## src/sv/lerf_pkg.sv

```systemverilog
// Package for the longest equal run finder.
// Holds field widths, reset constants and beat types shared by all files.
// No dependencies.
package lerf_pkg;

   localparam int MAX_ROWS_DEF   = 4096;
   localparam int VALUE_BITS_DEF = 16;

   localparam int ROW_VALUE_W = 16;
   localparam int ROW_W       = 12;
   localparam int LEN_W       = 13;
   localparam int MIN_RUN_W   = 12;

   localparam logic [MIN_RUN_W-1:0] MIN_RUN_RST = 12'd8;
   localparam logic [LEN_W-1:0]     LEN_MAX     = 13'h1FFF;

   typedef logic [ROW_VALUE_W-1:0] row_value_type;
   typedef logic [ROW_W-1:0]       row_type;
   typedef logic [LEN_W-1:0]       len_type;
   typedef logic [MIN_RUN_W-1:0]   min_run_type;

   typedef struct packed {
      row_value_type row_value;
      logic          last_row;
   } req_beat_type;

   typedef struct packed {
      row_value_type best_value;
      row_type       start_row;
      row_type       end_row;
   } rsp_beat_type;

endpackage

```

## src/sv/lerf_ifs.sv

```systemverilog
// Channel interfaces for the longest equal run finder: request, response, csr.
// Each carries valid, ready and the beat payload.
// Depends on lerf_pkg.
interface lerf_req_if;
   import lerf_pkg::*;
   logic          valid;
   logic          ready;
   row_value_type row_value;
   logic          last_row;
   modport source (output valid, output row_value, output last_row, input ready);
   modport sink   (input valid, input row_value, input last_row, output ready);
endinterface

interface lerf_rsp_if;
   import lerf_pkg::*;
   logic          valid;
   logic          ready;
   row_value_type best_value;
   row_type       start_row;
   row_type       end_row;
   modport source (output valid, output best_value, output start_row, output end_row,
                   input ready);
   modport sink   (input valid, input best_value, input start_row, input end_row,
                   output ready);
endinterface

interface lerf_csr_if;
   import lerf_pkg::*;
   logic        valid;
   logic        ready;
   min_run_type min_run;
   modport source (output valid, output min_run, input ready);
   modport sink   (input valid, input min_run, output ready);
endinterface

```

## src/sv/lerf_in_reg.sv

```systemverilog
// Input register of the longest equal run finder.
// Holds one request beat until the run core takes it.
// Depends on lerf_pkg.
module lerf_in_reg (
   input  logic                  clock,
   input  logic                  reset,
   input  logic                  in_valid,
   input  lerf_pkg::req_beat_type in_beat,
   output logic                  in_ready,
   output logic                  item_valid,
   output lerf_pkg::req_beat_type item,
   input  logic                  take
);
   import lerf_pkg::*;

   logic         valid_ff, valid_in;
   req_beat_type beat_ff, beat_in;
   logic         load;

   assign in_ready   = !valid_ff || take;
   assign load       = in_valid && in_ready;
   assign item_valid = valid_ff;
   assign item       = beat_ff;

   always_comb begin
      valid_in = valid_ff;
      beat_in  = beat_ff;
      if (load) begin
         valid_in = 1'b1;
         beat_in  = in_beat;
      end else if (take) begin
         valid_in = 1'b0;
      end
   end

   always_ff @(posedge clock) begin
      if (reset) begin
         valid_ff <= 1'b0;
      end else begin
         valid_ff <= valid_in;
      end
   end

   always_ff @(posedge clock) begin
      beat_ff <= beat_in;
   end

endmodule

```

## src/sv/lerf_run_core.sv

```systemverilog
// Run core of the longest equal run finder: open run, best run, row index
// and the response register. Depends on lerf_pkg.
module lerf_run_core #(
   parameter int MAX_ROWS   = lerf_pkg::MAX_ROWS_DEF,
   parameter int VALUE_BITS = lerf_pkg::VALUE_BITS_DEF
) (
   input  logic                   clock,
   input  logic                   reset,
   input  logic                   item_valid,
   input  lerf_pkg::req_beat_type item,
   output logic                   take,
   input  lerf_pkg::min_run_type  min_run,
   output logic                   rsp_valid,
   input  logic                   rsp_ready,
   output lerf_pkg::rsp_beat_type rsp_beat
);
   import lerf_pkg::*;

   localparam int IDXW = $clog2(MAX_ROWS);
   localparam int VW   = (VALUE_BITS < ROW_VALUE_W) ? VALUE_BITS : ROW_VALUE_W;
   localparam logic [IDXW-1:0] IDX_LAST = IDXW'(MAX_ROWS - 1);

   logic [IDXW-1:0] idx_ff, idx_in;
   logic [VW-1:0]   cur_val_ff, cur_val_in;
   len_type         cur_len_ff, cur_len_in;
   logic [IDXW-1:0] cur_start_ff, cur_start_in;
   len_type         best_len_ff, best_len_in;
   logic [VW-1:0]   best_val_ff, best_val_in;
   logic [IDXW-1:0] best_start_ff, best_start_in;
   logic [IDXW-1:0] best_end_ff, best_end_in;
   logic            rsp_valid_ff, rsp_valid_in;
   rsp_beat_type    rsp_beat_ff, rsp_beat_in;

   logic [VW-1:0]   val;
   logic [IDXW-1:0] idx_prev, idx_next, start_next;
   logic            differ, close1, close2, report;
   len_type         b1_len, b2_len, run_len;
   logic [VW-1:0]   b1_val, b2_val, run_val;
   logic [IDXW-1:0] b1_start, b1_end, b2_start, b2_end, run_start;

   assign take      = item_valid && (!item.last_row || !rsp_valid_ff || rsp_ready);
   assign rsp_valid = rsp_valid_ff;
   assign rsp_beat  = rsp_beat_ff;

   always_comb begin
      val        = item.row_value[VW-1:0];
      idx_prev   = (idx_ff == '0) ? IDX_LAST : idx_ff - 1'b1;
      idx_next   = (idx_ff == IDX_LAST) ? '0 : idx_ff + 1'b1;
      start_next = (cur_start_ff == IDX_LAST) ? '0 : cur_start_ff + 1'b1;
      differ     = (val != cur_val_ff);

      // close the open run at the previous row when the value changes
      close1   = differ && (cur_val_ff != '0) && (cur_len_ff > best_len_ff);
      b1_len   = close1 ? cur_len_ff   : best_len_ff;
      b1_val   = close1 ? cur_val_ff   : best_val_ff;
      b1_start = close1 ? cur_start_ff : best_start_ff;
      b1_end   = close1 ? idx_prev     : best_end_ff;

      run_val   = cur_val_ff;
      run_len   = cur_len_ff;
      run_start = cur_start_ff;
      if (differ) begin
         run_val   = val;
         run_len   = (val != '0) ? len_type'(1) : '0;
         run_start = idx_ff;
      end else if (val != '0 && cur_len_ff != LEN_MAX) begin
         run_len = cur_len_ff + 1'b1;
      end else if (val != '0) begin
         // length saturated: slide start to keep end - start + 1 == length
         run_start = start_next;
      end

      // close the run still open on the final row
      close2   = (run_val != '0) && (run_len > b1_len);
      b2_len   = close2 ? run_len   : b1_len;
      b2_val   = close2 ? run_val   : b1_val;
      b2_start = close2 ? run_start : b1_start;
      b2_end   = close2 ? idx_ff    : b1_end;

      report = b2_len > {1'b0, min_run};
      rsp_beat_in.best_value = report ? ROW_VALUE_W'(b2_val) : '0;
      rsp_beat_in.start_row  = report ? ROW_W'(b2_start)     : '0;
      rsp_beat_in.end_row    = report ? ROW_W'(b2_end)       : '0;

      idx_in        = idx_ff;
      cur_val_in    = cur_val_ff;
      cur_len_in    = cur_len_ff;
      cur_start_in  = cur_start_ff;
      best_len_in   = best_len_ff;
      best_val_in   = best_val_ff;
      best_start_in = best_start_ff;
      best_end_in   = best_end_ff;
      if (take) begin
         if (item.last_row) begin
            idx_in        = '0;
            cur_val_in    = '0;
            cur_len_in    = '0;
            cur_start_in  = '0;
            best_len_in   = '0;
            best_val_in   = '0;
            best_start_in = '0;
            best_end_in   = '0;
         end else begin
            idx_in        = idx_next;
            cur_val_in    = run_val;
            cur_len_in    = run_len;
            cur_start_in  = run_start;
            best_len_in   = b1_len;
            best_val_in   = b1_val;
            best_start_in = b1_start;
            best_end_in   = b1_end;
         end
      end

      rsp_valid_in = rsp_valid_ff && !rsp_ready;
      if (take && item.last_row) begin
         rsp_valid_in = 1'b1;
      end
   end

   always_ff @(posedge clock) begin
      if (reset) begin
         idx_ff        <= '0;
         cur_val_ff    <= '0;
         cur_len_ff    <= '0;
         cur_start_ff  <= '0;
         best_len_ff   <= '0;
         best_val_ff   <= '0;
         best_start_ff <= '0;
         best_end_ff   <= '0;
         rsp_valid_ff  <= 1'b0;
      end else begin
         idx_ff        <= idx_in;
         cur_val_ff    <= cur_val_in;
         cur_len_ff    <= cur_len_in;
         cur_start_ff  <= cur_start_in;
         best_len_ff   <= best_len_in;
         best_val_ff   <= best_val_in;
         best_start_ff <= best_start_in;
         best_end_ff   <= best_end_in;
         rsp_valid_ff  <= rsp_valid_in;
      end
   end

   always_ff @(posedge clock) begin
      if (take && item.last_row) begin
         rsp_beat_ff <= rsp_beat_in;
      end
   end

endmodule

```

## src/sv/longest_equal_run_finder.sv

```systemverilog
// Top level of the longest equal run finder.
// Depends on lerf_pkg, lerf_ifs, lerf_in_reg and lerf_run_core.
//
// Takes one row value beat per cycle while no final beat waits on a stalled
// response, follows runs of equal nonzero values and on the beat marked
// last_row returns one response: value, first row and last row of the
// longest run (earliest on a tie) if its length exceeds min_run, else all
// zeros; frame state then clears. A request beat is held in the input
// register until the run core takes it, and the run core loads its response
// register when it takes the final beat. A pending response does not block
// non-final beats; the csr channel is always ready and min_run resets to 8.
module longest_equal_run_finder #(
   parameter int MAX_ROWS   = lerf_pkg::MAX_ROWS_DEF,
   parameter int VALUE_BITS = lerf_pkg::VALUE_BITS_DEF
) (
   input logic        clock,
   input logic        reset,
   lerf_req_if.sink   req,
   lerf_rsp_if.source rsp,
   lerf_csr_if.sink   csr
);
   import lerf_pkg::*;

   min_run_type  min_run_ff, min_run_in;
   req_beat_type in_beat, item;
   rsp_beat_type rsp_beat;
   logic         item_valid, take;

   assign csr.ready  = 1'b1;
   assign min_run_in = (csr.valid && csr.ready) ? csr.min_run : min_run_ff;

   always_ff @(posedge clock) begin
      if (reset) begin
         min_run_ff <= MIN_RUN_RST;
      end else begin
         min_run_ff <= min_run_in;
      end
   end

   assign in_beat.row_value = req.row_value;
   assign in_beat.last_row  = req.last_row;

   lerf_in_reg u_in_reg (
      .clock      (clock),
      .reset      (reset),
      .in_valid   (req.valid),
      .in_beat    (in_beat),
      .in_ready   (req.ready),
      .item_valid (item_valid),
      .item       (item),
      .take       (take)
   );

   lerf_run_core #(
      .MAX_ROWS   (MAX_ROWS),
      .VALUE_BITS (VALUE_BITS)
   ) u_run_core (
      .clock      (clock),
      .reset      (reset),
      .item_valid (item_valid),
      .item       (item),
      .take       (take),
      .min_run    (min_run_ff),
      .rsp_valid  (rsp.valid),
      .rsp_ready  (rsp.ready),
      .rsp_beat   (rsp_beat)
   );

   assign rsp.best_value = rsp_beat.best_value;
   assign rsp.start_row  = rsp_beat.start_row;
   assign rsp.end_row    = rsp_beat.end_row;

endmodule

```

## src/flat_wrapper.sv

```systemverilog
// flat-port wrapper written by rule: the top's interface ports become plain ports
module longest_equal_run_finder_flat import lerf_pkg::*;
#(
   parameter int MAX_ROWS   = lerf_pkg::MAX_ROWS_DEF,
   parameter int VALUE_BITS = lerf_pkg::VALUE_BITS_DEF
)
  (clock, reset, req_valid, req_row_value, req_last_row, req_ready, rsp_valid, rsp_best_value, rsp_start_row, rsp_end_row, rsp_ready, csr_valid, csr_min_run, csr_ready);
  lerf_req_if req_i ();
  lerf_rsp_if rsp_i ();
  lerf_csr_if csr_i ();
  input logic clock;
  input logic reset;
  input wire logic [$bits(req_i.valid)-1:0] req_valid;
  input wire logic [$bits(req_i.row_value)-1:0] req_row_value;
  input wire logic [$bits(req_i.last_row)-1:0] req_last_row;
  output wire logic [$bits(req_i.ready)-1:0] req_ready;
  output wire logic [$bits(rsp_i.valid)-1:0] rsp_valid;
  output wire logic [$bits(rsp_i.best_value)-1:0] rsp_best_value;
  output wire logic [$bits(rsp_i.start_row)-1:0] rsp_start_row;
  output wire logic [$bits(rsp_i.end_row)-1:0] rsp_end_row;
  input wire logic [$bits(rsp_i.ready)-1:0] rsp_ready;
  input wire logic [$bits(csr_i.valid)-1:0] csr_valid;
  input wire logic [$bits(csr_i.min_run)-1:0] csr_min_run;
  output wire logic [$bits(csr_i.ready)-1:0] csr_ready;
  assign req_i.valid = req_valid;
  assign req_i.row_value = req_row_value;
  assign req_i.last_row = req_last_row;
  assign req_ready = req_i.ready;
  assign rsp_valid = rsp_i.valid;
  assign rsp_best_value = rsp_i.best_value;
  assign rsp_start_row = rsp_i.start_row;
  assign rsp_end_row = rsp_i.end_row;
  assign rsp_i.ready = rsp_ready;
  assign csr_i.valid = csr_valid;
  assign csr_i.min_run = csr_min_run;
  assign csr_ready = csr_i.ready;
  longest_equal_run_finder #(.MAX_ROWS(MAX_ROWS), .VALUE_BITS(VALUE_BITS)) u_core (.clock(clock), .reset(reset), .req(req_i), .rsp(rsp_i), .csr(csr_i));
endmodule
```

## config.mk

```make
export PLATFORM = sky130hd
export DESIGN_NAME = longest_equal_run_finder_flat
export DESIGN_NICKNAME = d
export VERILOG_FILES = /design/src/sv/lerf_pkg.sv /design/src/sv/lerf_ifs.sv /design/src/sv/lerf_in_reg.sv /design/src/sv/lerf_run_core.sv /design/src/sv/longest_equal_run_finder.sv /design/src/flat_wrapper.sv
export SDC_FILE = /design/constraint.sdc
export NUM_CORES = 1
export LEC_CHECK = 0
export BUFFER_PORTS_ARGS = -buffer_cell sky130_fd_sc_hd__buf_4
export CORE_MARGIN = 2
export CORE_UTILIZATION = 55
export DETAILED_ROUTE_END_ITERATION = 16
export PLACE_DENSITY = 0.74
export SYNTH_ARGS = -nofsm -noshare
export SYNTH_HDL_FRONTEND = slang
export SYNTH_HIERARCHICAL = 1
export SYNTH_SLANG_ARGS = --single-unit
```

## constraint.sdc

```tcl
create_clock -name clock -period 7.3 [get_ports clock]
set_input_delay 1.46 -clock clock [delete_from_list [all_inputs] [get_ports clock]]
set_output_delay 1.46 -clock clock [all_outputs]
set_load 0.01 [all_outputs]
```

==> results.toml <==
[routing]
dr.pass1.iters = 5
antenna_left = 0
avgViaCountPerCell = 6.25
drt_iter0_markers = 839
wl_per_cell_um = 18.6
vias = 8109
wirelength_mm = 24.1
remaining_drc_errors = 0

[timing]
fin_setup_tns_ps = 0
finalCritPeriodShare_pct = 87.9
tightest_slew_ps = 1080
slew_violations = 0
rsz0062_at_grt = "no"
fmax_mhz = 156
fin_ws_ps = 887
fin_skew_ps = 9.67
fin_crit_ps = 6410
setup_viol = 0
finalHoldViolCount = 0
slew-limit-headroom_pct = 27.4

[clock_tree]
clk_pin_slew_ps = 70
cts_hold_buf = 0
cts_resized = 0
cts_buffer_depth = 2
post-cts-setup-buffers = 0
cts_tree = "yes"
root_buffer = "clkbuf_16"
cts_made_buffers = 17
cts_max_level = 4
worstSkewPairLatency_ps = 440
clock-sinks = 177

[power]
combPwrFrac_pct = 8.7
power.switching_mw = 0.554
ir_drop_mv = 0.176
powerDensity_mw_per_mm2 = 197
p_seq_share_pct = 49.5
power.internal_mw = 1.60
p_clk_share_pct = 41.8
switching_share_pct = 25.8
leakage_nw = 3.94

[logic_synthesis]
syn_area_per_cell_um2 = 9.36
synth_seq_cells = 177
synth.largest_area_cell = "dfxtp_1"
ys.flop_type = "dfxtp_1"
seq_area_frac_synth_pct = 42.3
synth.distinct_cells = 65
yosys_warnings = 6
syn_inst = 1040
synthArstFlopShare_pct = 0
yosysTopAreaCellShare_pct = 24.7
synth_edf_count = 57
synth_nets = 1117
syn-cell-area_mm2 = 0.00973
synth_area_leaders = "dfxtp_1 25%, edfxtp_1 18%, mux2i_1 6.6%"

[hold_path]
min_from = "u_core/u_run_core/best_val_ff[9]"
hold_class = "reg2reg"

[global_routing]
grt_overflow = 0
grtUsageMet1_pct = 37.1
grt_pass1_wl_mm = 39.4
busiest_layer = "met2"
grt_usage_pct = 26.6
grt_max_degree = 86
grt_use_met2_pct = 41.6
grt_pass1_vias = 7562
grt.met3_usage_pct = 5.41
antenna_found_initial = 0

[final_layout]
final_cell_mix = "139 x nor2_1, 120 x dfxtp_1, 88 x buf_4"
final.fill_count = 1455
final_util_pct = 63.2
diodes = 0
mostFrequentLayoutCell = "nor2_1"
nets = 1136
syn2layout_area_growth_pct = 12.3
drive_gt1_share_pct = 14.8

[floorplanning]
core_area_mm2 = 0.0173
start_util_pct = 56.3
die_h_um = 137
num_rows = 48
die_area_mm2 = 0.0188
die_w_um = 137
boundaryPins = 77

[place]
dp_slack_ps = 993
hpwl_mm = 15.8
gp_congestion = 0.907
io_buffers = 75

[critical_path]
critical_path_class = "reg2reg"
worst_setup_path_end_kind = "register"
critPathLaunchType = "register"
cp.arrival_ps = 6560
crit_start = "u_core/u_run_core/cur_len_ff[2]"
reg2reg_slack_ps = 890
cp_max_fo = 40
rr_startpoint = "u_core/u_run_core/cur_len_ff[2]"
worstPathRequired_ps = 7440

[job]
cap_violations = 0

[outcome]
outcome = "finished clean"
layout make-up:
cell class | count | area, µm² | share of cell area, %
Inverter | 41 | 154 | 1.41
Tap cell | 225 | 282 | 2.58
Clock inverter | 15 | 149 | 1.36
Sequential cell | 177 | 4110 | 37.7
Multi-Input combinational cell | 734 | 5140 | 47.1
Timing Repair Buffer | 88 | 661 | 6.05
Clock buffer | 17 | 425 | 3.89
per-layer routing:
layer	vias up	routed length, µm	share of wire (%)
met4	0	426	1.8
li1	3834	-	-
met2	354	11000	46
met5	-	0	0
met1	3889	10900	45
met3	32	1760	7.3
power by group through the flow:
stage / sequential (mW) / clock [mW] / combinational [mW]
finish: 1.07 / 0.899 / 0.187
global route: 1.07 / 0.952 / 0.203
floorplan: 1.08 / 0 / 0.123
detailed placement: 1.09 / 0 / 0.184
CTS: 1.06 / 0.911 / 0.186
global placement: 1.09 / 0 / 0.181
synth_stat cells, types with 4 or more instances:
library cell and instances:
buf_1 6, a21oi_1 61, o21ai_0 16, inv_1 41
nand4_1 22, and4_1 8, a221oi_1 25, nor3b_1 4
nor2_1 140, and2_1 10, nor4_1 14, a32oi_1 33
mux2i_1 64, nand2b_1 7, mux2_2 18, xor2_1 13
nand3_1 20, dfxtp_1 120, nand3b_1 24, a211o_1 7
a22oi_1 22, a21o_1 4, xnor2_1 35, clkbuf_1 57
ha_1 43, edfxtp_1 57, a2bb2oi_1 11, buf_2 20
nor3_1 12, and3_1 9, a211oi_1 4, nand2_1 61
cell families after synthesis:
family,share of synthesized area (%)
XOR/XNOR,4.32
multiplexers,8.90
adder cells (fa/ha/maj),5.53
buffers and inverters,5.44
AO/OA/AOI/OAI,15.3
flip-flops,42.3
other,0.0385
AND/OR/NAND/NOR,18.2
worst max-delay path, cell delays in order (launching register included):
cell and delay (ps):
dfxtp_1 410, ha_1 380, nand3b_1 100, a21oi_1 170
o211ai_1 160, a211oi_4 440, buf_4 330, mux2_2 400
ha_1 180, nand3b_1 150, a21oi_1 160, o21ai_0 110
o211ai_1 150, nand3_4 470, inv_1 380, mux2i_1 250
ha_1 270, a21o_1 160, a21o_1 170, a211oi_1 240
a21oi_1 140, o31ai_4 170, buf_4 490, a221oi_1 220
registers in the layout, summed over array words and instances (netlist names):
signal	flops
u_core/min_run_ff	12
u_core/u_run_core/idx_ff	12
u_core/u_run_core/best_end_ff	12
u_core/u_run_core/cur_start_ff	12
u_core/u_run_core/rsp_valid	1
u_core/u_run_core/best_val_ff	16
u_core/u_run_core/cur_val_ff	16
u_core/u_run_core/rsp_beat	40
u_core/u_run_core/best_len_ff	13
u_core/u_run_core/cur_len_ff	13
u_core/u_in_reg/item	17
u_core/u_run_core/best_start_ff	12
u_core/u_in_reg/item_valid	1
final timing paths:
path                                 endpoint  depth (start not counted)
max reg2reg    u_core/u_run_core/rsp_beat[34]                         23
min reg2reg  u_core/u_run_core/best_val_ff[9]                          2
max            u_core/u_run_core/rsp_beat[34]                         23
min          u_core/u_run_core/best_val_ff[9]                          2
stage by stage:
step	instance area, µm²	total power [mW]	std cells	hold WS, ps
floorplan	9730	1.20	1040	450
global placement	10300	1.27	1265	463
detailed placement	10300	1.27	1265	472
CTS	10900	2.16	1297	490
global route	10900	2.22	1297	514
finish	10900	2.15	1297	491
(Power assumes the default switching activity.)
